<file path="src/rtl/core/les_pkg.sv">
// Package for the LOOK elevator scheduler: sizes, input kind codes,
// shared structs and the LOOK ranking function. No dependencies.
package les_pkg;

    localparam int MAX_FLOORS = 32;
    localparam int TIMER_BITS = 17;
    localparam int FLOOR_W    = 6;
    localparam int TICKS_W    = 16;
    localparam int KIND_W     = 2;
    localparam int ADDR_W     = $clog2(MAX_FLOORS);

    localparam logic [KIND_W-1:0] KIND_TICK   = 2'd0;
    localparam logic [KIND_W-1:0] KIND_HALL   = 2'd1;
    localparam logic [KIND_W-1:0] KIND_BUTTON = 2'd2;
    localparam logic [KIND_W-1:0] KIND_SPARE  = 2'd3;

    typedef logic [MAX_FLOORS-1:0] map_t;
    typedef logic [FLOOR_W-1:0]    floor_t;
    typedef logic [TIMER_BITS-1:0] timer_t;
    typedef logic [ADDR_W-1:0]     addr_t;

    typedef struct packed {
        floor_t              top_floor;
        logic [TICKS_W-1:0]  floor_ticks;
    } cfg_t;

    typedef struct packed {
        floor_t cabin_floor;
        logic   moving;
        logic   going_up;
        floor_t next_floor;
        logic   arrived;
        logic   served;
        logic   rejected;
    } res_t;

    typedef struct packed {
        logic  rd_en;
        addr_t rd_addr;
        logic  wr_en;
        addr_t wr_addr;
        map_t  wr_data;
    } mem_req_t;

    // Head by LOOK: nearest ahead in direction, else current floor, else nearest behind.
    function automatic floor_t look_rank(map_t tmap, floor_t cur, logic up);
        map_t   ahead;
        map_t   behind;
        floor_t above;
        floor_t below;
        logic   here;
        addr_t  idx;
        floor_t head;
        idx    = ADDR_W'(cur - FLOOR_W'(1));
        ahead  = tmap & ~((map_t'(1) << cur) - map_t'(1));
        behind = tmap & ((map_t'(1) << idx) - map_t'(1));
        here   = tmap[idx];
        above  = '0;
        below  = '0;
        for (int i = MAX_FLOORS - 1; i >= 0; i--)
        begin
            if (ahead[i])
            begin
                above = FLOOR_W'(i + 1);
            end
        end
        for (int i = 0; i < MAX_FLOORS; i++)
        begin
            if (behind[i])
            begin
                below = FLOOR_W'(i + 1);
            end
        end
        if (up)
        begin
            head = (above != '0) ? above : (here ? cur : below);
        end
        else
        begin
            head = (below != '0) ? below : (here ? cur : above);
        end
        return head;
    endfunction

endpackage

</file>
<file path="src/rtl/core/les_row_mem.sv">
// Pending-destination row memory: one write and one registered read per cycle,
// per-row valid bits for reset and a bypass of the latest write. Uses les_pkg.
module les_row_mem
(
    input  logic              clk,
    input  logic              rst_n,
    input  les_pkg::mem_req_t req,
    output les_pkg::map_t     row
);

    les_pkg::map_t                   rows_reg [les_pkg::MAX_FLOORS];
    les_pkg::map_t                   rdata_reg;
    logic [les_pkg::MAX_FLOORS-1:0]  valid_reg;
    logic                            rd_valid_reg;
    les_pkg::addr_t                  rd_addr_reg;
    logic                            byp_valid_reg;
    les_pkg::addr_t                  byp_addr_reg;
    les_pkg::map_t                   byp_data_reg;

    always_ff @(posedge clk)
    begin
        if (req.wr_en)
        begin
            rows_reg[req.wr_addr] <= req.wr_data;
        end
        if (req.rd_en)
        begin
            rdata_reg <= rows_reg[req.rd_addr];
        end
    end

    always_ff @(posedge clk or negedge rst_n)
    begin
        if (!rst_n)
        begin
            valid_reg     <= '0;
            rd_valid_reg  <= 1'b0;
            rd_addr_reg   <= '0;
            byp_valid_reg <= 1'b0;
            byp_addr_reg  <= '0;
            byp_data_reg  <= '0;
        end
        else
        begin
            if (req.wr_en)
            begin
                valid_reg[req.wr_addr] <= 1'b1;
                byp_valid_reg          <= 1'b1;
                byp_addr_reg           <= req.wr_addr;
                byp_data_reg           <= req.wr_data;
            end
            if (req.rd_en)
            begin
                rd_valid_reg <= valid_reg[req.rd_addr];
                rd_addr_reg  <= req.rd_addr;
            end
        end
    end

    assign row = (byp_valid_reg && (byp_addr_reg == rd_addr_reg)) ? byp_data_reg :
                 (rd_valid_reg ? rdata_reg : '0);

endmodule

</file>
<file path="src/rtl/core/les_ctrl.sv">
// Scheduler control: cabin state, target map, LOOK ranking and the item
// path around the pending-row memory. Uses les_pkg.
module les_ctrl
(
    input  logic                          clk,
    input  logic                          rst_n,
    input  les_pkg::cfg_t                 cfg,
    input  logic                          in_valid,
    output logic                          in_ready,
    input  logic [les_pkg::KIND_W-1:0]    kind,
    input  les_pkg::floor_t               call_floor,
    input  les_pkg::floor_t               dest_floor,
    output logic                          res_valid,
    input  logic                          res_ready,
    output les_pkg::res_t                 res,
    output les_pkg::mem_req_t             mem_req,
    input  les_pkg::map_t                 row
);

    typedef struct packed {
        logic           serve;
        logic           wr_hall;
        les_pkg::addr_t addr;
        les_pkg::map_t  set_bits;
        les_pkg::res_t  res;
    } stage_t;

    localparam les_pkg::timer_t TIMER_MAX = '1;

    les_pkg::floor_t floor_reg, floor_next;
    logic            stopped_reg, stopped_next;
    logic            dir_reg, dir_next;
    les_pkg::timer_t timer_reg, timer_next;
    les_pkg::map_t   map_reg, map_next;
    les_pkg::floor_t head_reg, head_next;
    logic            b_valid_reg;
    stage_t          b_reg, b_next;

    les_pkg::floor_t limit;
    logic            on_ok, to_ok;
    logic            accept, b_adv;
    logic            is_req;
    les_pkg::map_t   add_bits;
    les_pkg::map_t   map_serve;
    les_pkg::floor_t head_serve;
    logic            dir_serve;

    assign limit  = (cfg.top_floor < les_pkg::FLOOR_W'(les_pkg::MAX_FLOORS)) ?
                    cfg.top_floor : les_pkg::FLOOR_W'(les_pkg::MAX_FLOORS);
    assign on_ok  = (call_floor != '0) && (call_floor <= limit);
    assign to_ok  = (dest_floor != '0) && (dest_floor <= limit);

    assign b_adv    = b_valid_reg && res_ready;
    assign in_ready = !b_valid_reg || (res_ready && !b_reg.serve);
    assign accept   = in_valid && in_ready;

    always_comb
    begin
        floor_next   = floor_reg;
        stopped_next = stopped_reg;
        dir_next     = dir_reg;
        timer_next   = timer_reg;
        map_next     = map_reg;
        head_next    = head_reg;
        add_bits     = '0;
        is_req       = 1'b0;
        b_next       = '0;
        case (kind)
            les_pkg::KIND_HALL:
            begin
                if (on_ok && to_ok)
                begin
                    add_bits       = les_pkg::map_t'(1) << (call_floor - les_pkg::FLOOR_W'(1));
                    is_req         = 1'b1;
                    b_next.wr_hall = 1'b1;
                    b_next.addr    = les_pkg::ADDR_W'(call_floor - les_pkg::FLOOR_W'(1));
                    b_next.set_bits = les_pkg::map_t'(1) << (dest_floor - les_pkg::FLOOR_W'(1));
                end
                else
                begin
                    b_next.res.rejected = 1'b1;
                end
            end
            les_pkg::KIND_BUTTON:
            begin
                if (to_ok)
                begin
                    add_bits = les_pkg::map_t'(1) << (dest_floor - les_pkg::FLOOR_W'(1));
                    is_req   = 1'b1;
                end
                else
                begin
                    b_next.res.rejected = 1'b1;
                end
            end
            les_pkg::KIND_TICK:
            begin
                if (head_reg == '0)
                begin
                    stopped_next = 1'b1;
                end
                else
                begin
                    if (stopped_reg)
                    begin
                        timer_next   = '0;
                        stopped_next = 1'b0;
                        dir_next     = floor_reg < head_reg;
                    end
                    else if (timer_reg != TIMER_MAX)
                    begin
                        timer_next = timer_reg + les_pkg::TIMER_BITS'(1);
                    end
                    if (32'(timer_next) > 32'(cfg.floor_ticks))
                    begin
                        if (dir_next)
                        begin
                            if (floor_reg < les_pkg::FLOOR_W'(les_pkg::MAX_FLOORS))
                            begin
                                floor_next = floor_reg + les_pkg::FLOOR_W'(1);
                            end
                        end
                        else if (floor_reg > les_pkg::FLOOR_W'(1))
                        begin
                            floor_next = floor_reg - les_pkg::FLOOR_W'(1);
                        end
                        timer_next         = '0;
                        b_next.res.arrived = 1'b1;
                    end
                    if (floor_next == head_reg)
                    begin
                        b_next.serve      = 1'b1;
                        b_next.addr       = les_pkg::ADDR_W'(floor_next - les_pkg::FLOOR_W'(1));
                        b_next.res.served = 1'b1;
                    end
                end
            end
            default:
            begin
                is_req = 1'b0;
            end
        endcase
        if (is_req)
        begin
            map_next  = map_reg | add_bits;
            head_next = les_pkg::look_rank(map_reg | add_bits, floor_reg, dir_reg);
        end
        b_next.res.cabin_floor = floor_next;
        b_next.res.moving      = !stopped_next;
        b_next.res.going_up    = dir_next;
        b_next.res.next_floor  = head_next;
    end

    // Serve: merge the pending row into the targets and re-rank.
    assign map_serve  = (map_reg & ~(les_pkg::map_t'(1) << b_reg.addr)) | row;
    assign head_serve = les_pkg::look_rank(map_serve, floor_reg, dir_reg);
    assign dir_serve  = (head_serve != '0) ? !(floor_reg > head_serve) : dir_reg;

    always_comb
    begin
        res = b_reg.res;
        if (b_reg.serve)
        begin
            res.going_up   = dir_serve;
            res.next_floor = head_serve;
        end
    end

    assign res_valid = b_valid_reg;

    always_comb
    begin
        mem_req.rd_en   = accept;
        mem_req.rd_addr = b_next.addr;
        mem_req.wr_en   = b_adv && (b_reg.serve || b_reg.wr_hall);
        mem_req.wr_addr = b_reg.addr;
        mem_req.wr_data = b_reg.serve ? '0 : (row | b_reg.set_bits);
    end

    always_ff @(posedge clk or negedge rst_n)
    begin
        if (!rst_n)
        begin
            floor_reg   <= les_pkg::FLOOR_W'(1);
            stopped_reg <= 1'b1;
            dir_reg     <= 1'b1;
            timer_reg   <= '0;
            map_reg     <= '0;
            head_reg    <= '0;
            b_valid_reg <= 1'b0;
        end
        else
        begin
            if (accept)
            begin
                floor_reg   <= floor_next;
                stopped_reg <= stopped_next;
                dir_reg     <= dir_next;
                timer_reg   <= timer_next;
                map_reg     <= map_next;
                head_reg    <= head_next;
                b_valid_reg <= 1'b1;
            end
            else
            begin
                if (b_adv)
                begin
                    b_valid_reg <= 1'b0;
                end
                if (b_adv && b_reg.serve)
                begin
                    map_reg  <= map_serve;
                    head_reg <= head_serve;
                    dir_reg  <= dir_serve;
                end
            end
        end
    end

    always_ff @(posedge clk)
    begin
        if (accept)
        begin
            b_reg <= b_next;
        end
    end

endmodule

</file>
<file path="src/rtl/core/look_elevator_scheduler.sv">
// LOOK elevator scheduler for one cabin: an item enters every cycle unless
// the output stalls, and its result passes the stage register in les_ctrl and
// leaves from an output register; a tick that serves a floor blocks input
// while the floor's pending row, read from the 32-entry row memory (one
// read port, one write port), merges into the target map before the next
// item ranks against it. The row memory is cleared at reset by per-row
// valid bits, so no clearing pass is needed. Configuration: top_floor at
// 0x0, floor_ticks at 0x4. Uses les_pkg, les_row_mem and les_ctrl.
module look_elevator_scheduler
(
    input  logic                          clk,
    input  logic                          rst_n,
    input  logic                          psel,
    input  logic                          penable,
    input  logic                          pwrite,
    input  logic [2:0]                    paddr,
    input  logic [31:0]                   pwdata,
    output logic [31:0]                   prdata,
    output logic                          pready,
    input  logic                          in_valid,
    output logic                          in_ready,
    input  logic [les_pkg::KIND_W-1:0]    kind,
    input  les_pkg::floor_t               call_floor,
    input  les_pkg::floor_t               dest_floor,
    output logic                          out_valid,
    input  logic                          out_ready,
    output les_pkg::floor_t               cabin_floor,
    output logic                          moving,
    output logic                          going_up,
    output les_pkg::floor_t               next_floor,
    output logic                          arrived,
    output logic                          served,
    output logic                          rejected
);

    localparam logic REG_TOP_FLOOR   = 1'b0;
    localparam logic REG_FLOOR_TICKS = 1'b1;

    les_pkg::cfg_t      cfg_reg;
    logic               out_valid_reg;
    les_pkg::res_t      out_reg;
    logic               res_valid;
    logic               res_ready;
    les_pkg::res_t      res;
    les_pkg::mem_req_t  mem_req;
    les_pkg::map_t      row;
    logic               wr_stb;

    assign pready = 1'b1;
    assign wr_stb = psel && penable && pwrite && pready;

    always_ff @(posedge clk or negedge rst_n)
    begin
        if (!rst_n)
        begin
            cfg_reg.top_floor   <= les_pkg::FLOOR_W'(32);
            cfg_reg.floor_ticks <= les_pkg::TICKS_W'(3);
        end
        else if (wr_stb)
        begin
            case (paddr[2])
                REG_TOP_FLOOR:   cfg_reg.top_floor   <= pwdata[les_pkg::FLOOR_W-1:0];
                REG_FLOOR_TICKS: cfg_reg.floor_ticks <= pwdata[les_pkg::TICKS_W-1:0];
                default:         cfg_reg             <= cfg_reg;
            endcase
        end
    end

    always_comb
    begin
        case (paddr[2])
            REG_TOP_FLOOR:   prdata = 32'(cfg_reg.top_floor);
            REG_FLOOR_TICKS: prdata = 32'(cfg_reg.floor_ticks);
            default:         prdata = '0;
        endcase
    end

    les_row_mem u_row_mem
    (
        .clk     (clk),
        .rst_n   (rst_n),
        .req     (mem_req),
        .row     (row)
    );

    les_ctrl u_ctrl
    (
        .clk        (clk),
        .rst_n      (rst_n),
        .cfg        (cfg_reg),
        .in_valid   (in_valid),
        .in_ready   (in_ready),
        .kind       (kind),
        .call_floor (call_floor),
        .dest_floor (dest_floor),
        .res_valid  (res_valid),
        .res_ready  (res_ready),
        .res        (res),
        .mem_req    (mem_req),
        .row        (row)
    );

    // Hold the result until the transaction completes.
    assign res_ready = !out_valid_reg || out_ready;

    always_ff @(posedge clk or negedge rst_n)
    begin
        if (!rst_n)
        begin
            out_valid_reg <= 1'b0;
        end
        else if (res_valid && res_ready)
        begin
            out_valid_reg <= 1'b1;
        end
        else if (out_ready)
        begin
            out_valid_reg <= 1'b0;
        end
    end

    always_ff @(posedge clk)
    begin
        if (res_valid && res_ready)
        begin
            out_reg <= res;
        end
    end

    assign out_valid   = out_valid_reg;
    assign cabin_floor = out_reg.cabin_floor;
    assign moving      = out_reg.moving;
    assign going_up    = out_reg.going_up;
    assign next_floor  = out_reg.next_floor;
    assign arrived     = out_reg.arrived;
    assign served      = out_reg.served;
    assign rejected    = out_reg.rejected;

endmodule

</file>
<file path="config.mk">
export PLATFORM = sky130hd
export DESIGN_NAME = look_elevator_scheduler
export DESIGN_NICKNAME = d
export VERILOG_FILES = /design/src/rtl/core/les_pkg.sv /design/src/rtl/core/les_row_mem.sv /design/src/rtl/core/les_ctrl.sv /design/src/rtl/core/look_elevator_scheduler.sv
export SDC_FILE = /design/constraint.sdc
export NUM_CORES = 2
export LEC_CHECK = 0
export BUFFER_PORTS_ARGS = -buffer_cell sky130_fd_sc_hd__buf_2
export CAP_MARGIN = 20
export CORE_MARGIN = 5
export CORE_UTILIZATION = 25
export DETAILED_ROUTE_END_ITERATION = 6
export PLACE_DENSITY_LB_ADDON = 0.25
export SYNTH_ARGS = -nofsm -noshare
export SYNTH_HDL_FRONTEND = slang
export SYNTH_SLANG_ARGS = --single-unit
</file>
<file path="constraint.sdc">
create_clock -name clk -period 14.8 [get_ports clk]
set_input_delay 0.74 -clock clk [delete_from_list [all_inputs] [get_ports clk]]
set_output_delay 0.74 -clock clk [all_outputs]
set_load 0.02 [all_outputs]
</file>
== Word-level counts from Yosys, hierarchy flattened ==
Memories as Yosys holds them, arrays and structs flattened. A register that Yosys moved wholly into a read port is not among the register bits.
Cells that the tools add are included.
Cells by class
  reduce and logical (&&, ||, !) cells: 38
  magnitude comparators: 12
  multiplexer cells: 204
  shift-type cells: 5
  add/sub/neg operators: 8
  equality and inequality tests: 6
  bitwise logic cells: 14
Operators by type and width (count)
  $mux 6: 90
  $mux 32: 8
  $mux 5: 34
  $and 32x32->32: 5
  $or 32x32->32: 4
  $pmux 32 s2: 2
  $shl 1x6->32 const A: 3
  $mux 17: 5
  $mux 4: 16
  $not 32->32: 2
  $shl 1x5->32 const A: 2
  $sub 32x1->32 const B: 2
  $reduce_bool 6->1: 7
  $mux 38: 1
  $mux 1: 28
  $mux 3: 8
  $lt 5x6->1 const B: 3
  $sub 6x1->6 const B: 3
  $add 17x1->17 const B: 1
  $gt 17x16->1: 1
  $ne 17x17->1 const B: 1
  $bmux 1 s5: 3
  $le 6x6->1: 2
  $logic_and 1x1->1: 12
  other kinds (26): 44
Storage, ports and cells
  output and inout port bits: 52
  logic and storage cells: 321
  register bits after elaboration: 235
  memory bits (writable): 1024
  input port bits: 56
  memories kept: 1
Memories
  u_row_mem.rows_reg: words 32, width 32, read ports 1, clocked after memory_dff 1, write ports 1, RTL line les_row_mem.sv:11  | les_pkg::map_t rows_reg [les_pkg::MAX_FLOORS];

== Depth between registers and ports, before layout ==
  depth in word-level cells: 47
  mapped depth: 33
  depth with buffers taken out: 27

== Modules after synthesis ==
Synthesis repeated with hierarchy kept, for this count alone.
Unflattened totals
  cells, all modules: 4092
  area total of the unflattened synthesis: 60802.1 µm²
By module, submodules not included
  les_row_mem: times used 1, area an instance 43379.1 µm², sequential area each 33612.2 µm², cells an instance 1867
  les_ctrl: times used 1, area an instance 15701.3 µm², sequential area each 3256.9 µm², cells an instance 2120
  look_elevator_scheduler: times used 1, area an instance 1721.7 µm², sequential area each 1089.8 µm², cells an instance 105

== Worst setup path before layout ==
Ideal clock, no wire load.
  kind: register to register
  from: register u_ctrl.floor_reg[0]
  to: register out_reg (netlist bit going_up), data pin
  setup time: 0.169 ns
  stages on the path, launching flop included: 33
  data required time: 14.631 ns
  arrival: 7.010 ns
  buffers on the path: 7
  setup slack: 7.620 ns
  clock period less this slack: 7.180 ns
  cell sequence: dfstp_2 > buf_2 > buf_1 > inv_1 > buf_1 > ha_1 > clkbuf_1 > buf_1 > nor2b_1 > nand2_1 > ha_1 > clkbuf_1 > o211ai_1 > and2_1 > clkbuf_1 > nor4b_2 > mux2i_1 > o2111ai_1 > or4b_1 > o31ai_4 > nand4_1 > o221ai_1 > nand2_1 > ha_1 > nor2b_1 > o21a_1 > o21ai_0 > nand2b_1 > a21oi_1 > nor2b_1 > o22ai_1 > a31oi_1 > o31ai_1
RTL lines
  start, declared: RTL line les_ctrl.sv:30  | les_pkg::floor_t floor_reg, floor_next;
  start signal, assigned: RTL line les_ctrl.sv:184  | floor_reg <= les_pkg::FLOOR_W'(1);
  start signal, assigned: RTL line les_ctrl.sv:196  | floor_reg <= floor_next;
  end signal, assigned: RTL line look_elevator_scheduler.sv:126  | out_reg <= res;
  end, declared: RTL line look_elevator_scheduler.sv:41  | les_pkg::res_t out_reg;

== Worst setup path after layout ==
  from: register u_ctrl.timer_reg[3]
  to: register u_row_mem.rdata_reg[31], read port of u_row_mem.rows_reg, data pin
On the way
  cells in the longest elaborated chain, start to end: 13
  elaborated cells between the ends (all ways): 15
  classes of those cells: 2 x add/sub; 1 x order compare; 2 x eq/ne; 10 x mux
RTL lines
  start, declared: RTL line les_ctrl.sv:33  | les_pkg::timer_t timer_reg, timer_next;
  start signal, assigned: RTL line les_ctrl.sv:199  | timer_reg <= timer_next;
  $add 17x1->17 / $ne 17x17->1 (equally long branches): RTL line les_ctrl.sv:112, les_ctrl.sv:110
  $mux 17 (*): RTL line les_ctrl.sv:110  | else if (timer_reg != TIMER_MAX)
  $mux 17 (*): RTL line les_ctrl.sv:104  | if (stopped_reg)
  $mux 17 (*): RTL line les_ctrl.sv:98  | if (head_reg == '0)
  $mux 17 (*): RTL line les_ctrl.sv:68  | case (kind)
  $gt 17x16->1 (*): RTL line les_ctrl.sv:114  | if (32'(timer_next) > 32'(cfg.floor_ticks))
  $mux 6 (*): RTL line les_ctrl.sv:114
  $mux 6 (*): RTL line les_ctrl.sv:98
  $mux 6 (*): RTL line les_ctrl.sv:68
  $sub 5x1->5 / $eq 6x6->1 (equally long branches): RTL line les_ctrl.sv:133, les_ctrl.sv:130
  $mux 5 (*): RTL line les_ctrl.sv:130  | if (floor_next == head_reg)
  $mux 5 (*): RTL line les_ctrl.sv:98
  $pmux 5 s2 (*): RTL line les_ctrl.sv:68
  end, declared: RTL line les_row_mem.sv:12  | les_pkg::map_t rdata_reg;
Every way passes the cells marked *; elsewhere a longest branch is shown, timed or not. The select of a mux whose other input is x is not followed.
A chain may end at the register's enable or synchronous reset.

==> results.sh <==
export IMPL_status="finished, final reports clean"
export IMPL_powerDensity_nw_per_um2=191
export IMPL_clock_skew_ns=0.0800
export IMPL_cp_start_kind="register"
export IMPL_die_h_um=507
export IMPL_placed_cell_area_um2=66500
export IMPL_rsz0062_at_grt="false"
export IMPL_cts_buffers=143
export IMPL_syn_inst=5343
export IMPL_clock_sinks=1291
export IMPL_grtUsageTotal_pct=17.2
export IMPL_ir_drop_v=0.000140
export IMPL_cts_setup_buffers=0
export IMPL_worstPathMaxFanout=57
export IMPL_setup_viol_count_final=0
export IMPL_fin_crit_ns=9.46
export IMPL_dp_hpwl_um=148000
export IMPL_vias=45400
export IMPL_fin_cells=8731
export IMPL_synthTopCellsByArea="edfxtp_1, dfrtp_1, nand2_1"
export IMPL_pre_cts_ws_ns=5.32
export IMPL_period_share_pct=63.9
export IMPL_synth_area_per_cell_um2=11.6
export IMPL_cp_arrival_ns=10.09
export IMPL_layout_setup_ws_ns=5.34
export IMPL_place_gp_congestion=0.945
export IMPL_htree_levels=4
export IMPL_cts_repair_resized=0
export IMPL_clkTransAtPathRegs_ns=0.05
export IMPL_ys_ff_latch=1291
export IMPL_worstSkewPairLatency_ns=0.81
export IMPL_drt_iter0_drc=4481
export IMPL_clockBufferDepth=3
export IMPL_drtPass1Iterations=6
export IMPL_maxSlewHeadroom_pct=20.8
export IMPL_die_area_um2=257000
export IMPL_worst_pin_slew_ns=1.19
export IMPL_grtUsageMet3_pct=2.79
export IMPL_viasPerCell=5.20
export IMPL_drive_gt1_share_pct=12.7
export IMPL_end_kind="register"
export IMPL_fill_cells=25200
export IMPL_wl_per_cell_um=26.3
export IMPL_rows=182
export IMPL_cp_slowest_stage_delay_ns=0.81
export IMPL_power_leakage_uw=0.0248
export IMPL_yosys_area_top_type="edfxtp_1"
export IMPL_post_route_cell_area_um2=71300
export IMPL_fmax_mhz=106
export IMPL_overflow=0
export IMPL_cap_violations=0
export IMPL_cts_root_buf="clkbuf_16"
export IMPL_finalSetupTns_ns=0
export IMPL_ctsHoldBuffers=1
export IMPL_dp_cells=8461
export IMPL_async_flop_share_pct=12.6
export IMPL_cp_required_ns=15.43
export IMPL_yosysUniqueCellTypes=106
export IMPL_path_class="register to register"
export IMPL_critical_path_slowest_cell="buf_4"
export IMPL_yosysWarnings=0
export IMPL_drt_total_wl_um=230000
export IMPL_hp_class="input pin to register"
export IMPL_syn_to_final_growth_pct=15.5
export IMPL_core_um2=246000
export IMPL_fin_util_pct=29.0
export IMPL_grt_antenna_before_repair=12
export IMPL_drv_slew=0
export IMPL_drtAntennaViolNets=0
export IMPL_fin_nets=5511
export IMPL_portBuffers=72
export IMPL_die_w_um=507
export IMPL_largest_reg_flops=1024
export IMPL_synth_top_cell_area_share_pct=54.9
export IMPL_grt_use_met1_pct=24.0
export IMPL_ios=108
export IMPL_drc=0
export IMPL_initial_core_util_pct=25.1
export IMPL_synth_edf_count=1128
export IMPL_synth_ff_type="edfxtp_1"
export IMPL_use_met2_pct=27.0
export IMPL_syn_area_um2=61700
export IMPL_grt_pass1_wl_um=327000
export IMPL_cts_tree="done"
export IMPL_first_global_vias=43600
export IMPL_seq_area_frac_synth_pct=61.5
export IMPL_hold_viol=0
export IMPL_busiest_layer="met2"
export IMPL_grt_max_degree=142
-- cells by family after synthesis --
logic type / Yosys count / synth area share, %
AO/OA/AOI/OAI: 1164 / 13.1
XOR/XNOR: 62 / 0.904
adder cells (fa/ha/maj): 64 / 1.30
buffers and inverters: 443 / 2.96
flip-flops: 1291 / 61.5
multiplexers: 288 / 4.88
other: 2 / 0.0122
AND/OR/NAND/NOR: 2029 / 15.3
-- through the flow --
stage               hold WS, ns  power, µW
finish                    0.183      13600
global route              0.137      14200
CTS                       0.103      13600
detailed placement        0.406      10000
global placement          0.403       9990
floorplan                 0.400       7760
-- cells in the final DEF, fill, tap and decap left out, types with 52 or more instances in the layout --
cell type,instances
a21oi_1,235
a22o_1,53
and2_1,52
and3_1,57
buf_2,75
buf_4,156
clkbuf_16,145
dfrtp_1,157
edfxtp_1,1128
ha_1,64
inv_1,74
mux2i_1,240
nand2_1,1007
nand3_1,226
nand4_1,128
nor2_1,173
nor4_1,61
o21ai_0,212
o22ai_1,52
or2_2,59
-- report_power, final --
group | internal (µW) | switching, µW
clock network | 2010 | 1540
logic | 1660 | 3860
registers | 4370 | 196
total | 8040 | 5600
-- path summary, 6_finish.rpt --
| kind | from | end | slack (ns) | cells after the start |
|---|---|---|---|---|
| max | u_ctrl.timer_reg[3] | u_row_mem.rdata_reg[31] | 5.34 | 25 |
| min | pwdata[14] | cfg_reg[14] | 0.18 | 2 |
| max reg2reg | u_ctrl.timer_reg[3] | u_row_mem.rdata_reg[31] | 5.34 | 25 |
| min reg2reg | u_ctrl.res[10] | moving | 0.41 | 0 |
| max in group asynchronous | rst_n | u_row_mem.rd_valid_reg | 12.25 | 4 |
| min in group asynchronous | rst_n | u_ctrl.floor_reg[3] | 0.45 | 2 |
-- metal layers --
layer,vias to the layer above,wire length (µm)
met2,1595,104000
li1,20300,-
met3,343,13900
met1,23100,103000
met5,-,36
met4,8,9190
-- area by class of cell --
cell class,instances,area [µm²],area share (%)
Antenna cell,4,10.0,0.0140
Clock buffer,186,3830,5.38
Clock inverter,75,866,1.21
Inverter,85,337,0.472
Multi-Input combinational cell,3624,22500,31.5
Sequential cell,1291,38000,53.3
Tap cell,3220,4030,5.65
Timing Repair Buffer,246,1770,2.48
-- critical path: cells and delay by family (launching register included) --
kind | cells | cell delay, ns
AND/OR/NAND/NOR | 11 | 2.66
adder cells (fa/ha/maj) | 1 | 0.31
XOR/XNOR | 2 | 0.25
flip-flops | 1 | 0.43
AO/OA/AOI/OAI | 6 | 2.33
multiplexers | 2 | 1.06
buffers and inverters | 3 | 2.07
-- cells in the mapped netlist (all sizes together) (42+ instances only) --
| cell | instances |
|---|---|
| o21ai | 222 |
| xnor2 | 42 |
| and2 | 54 |
| a211oi | 57 |
| mux2 | 42 |
| nor4 | 64 |
| nand3 | 228 |
| a31oi | 50 |
| ha | 64 |
| or2 | 62 |
| o21a | 43 |
| mux2i | 240 |
| buf | 113 |
| dfrtp | 157 |
| clkbuf | 245 |
| nor2 | 215 |
| a221oi | 42 |
| nand2 | 1009 |
| o22ai | 52 |
| inv | 80 |
| a311oi | 50 |
| edfxtp | 1128 |
| a21oi | 247 |
| a22o | 53 |
| and3 | 59 |
| nand4 | 128 |
| nor3 | 56 |
Power figures use the tool's default switching activity.
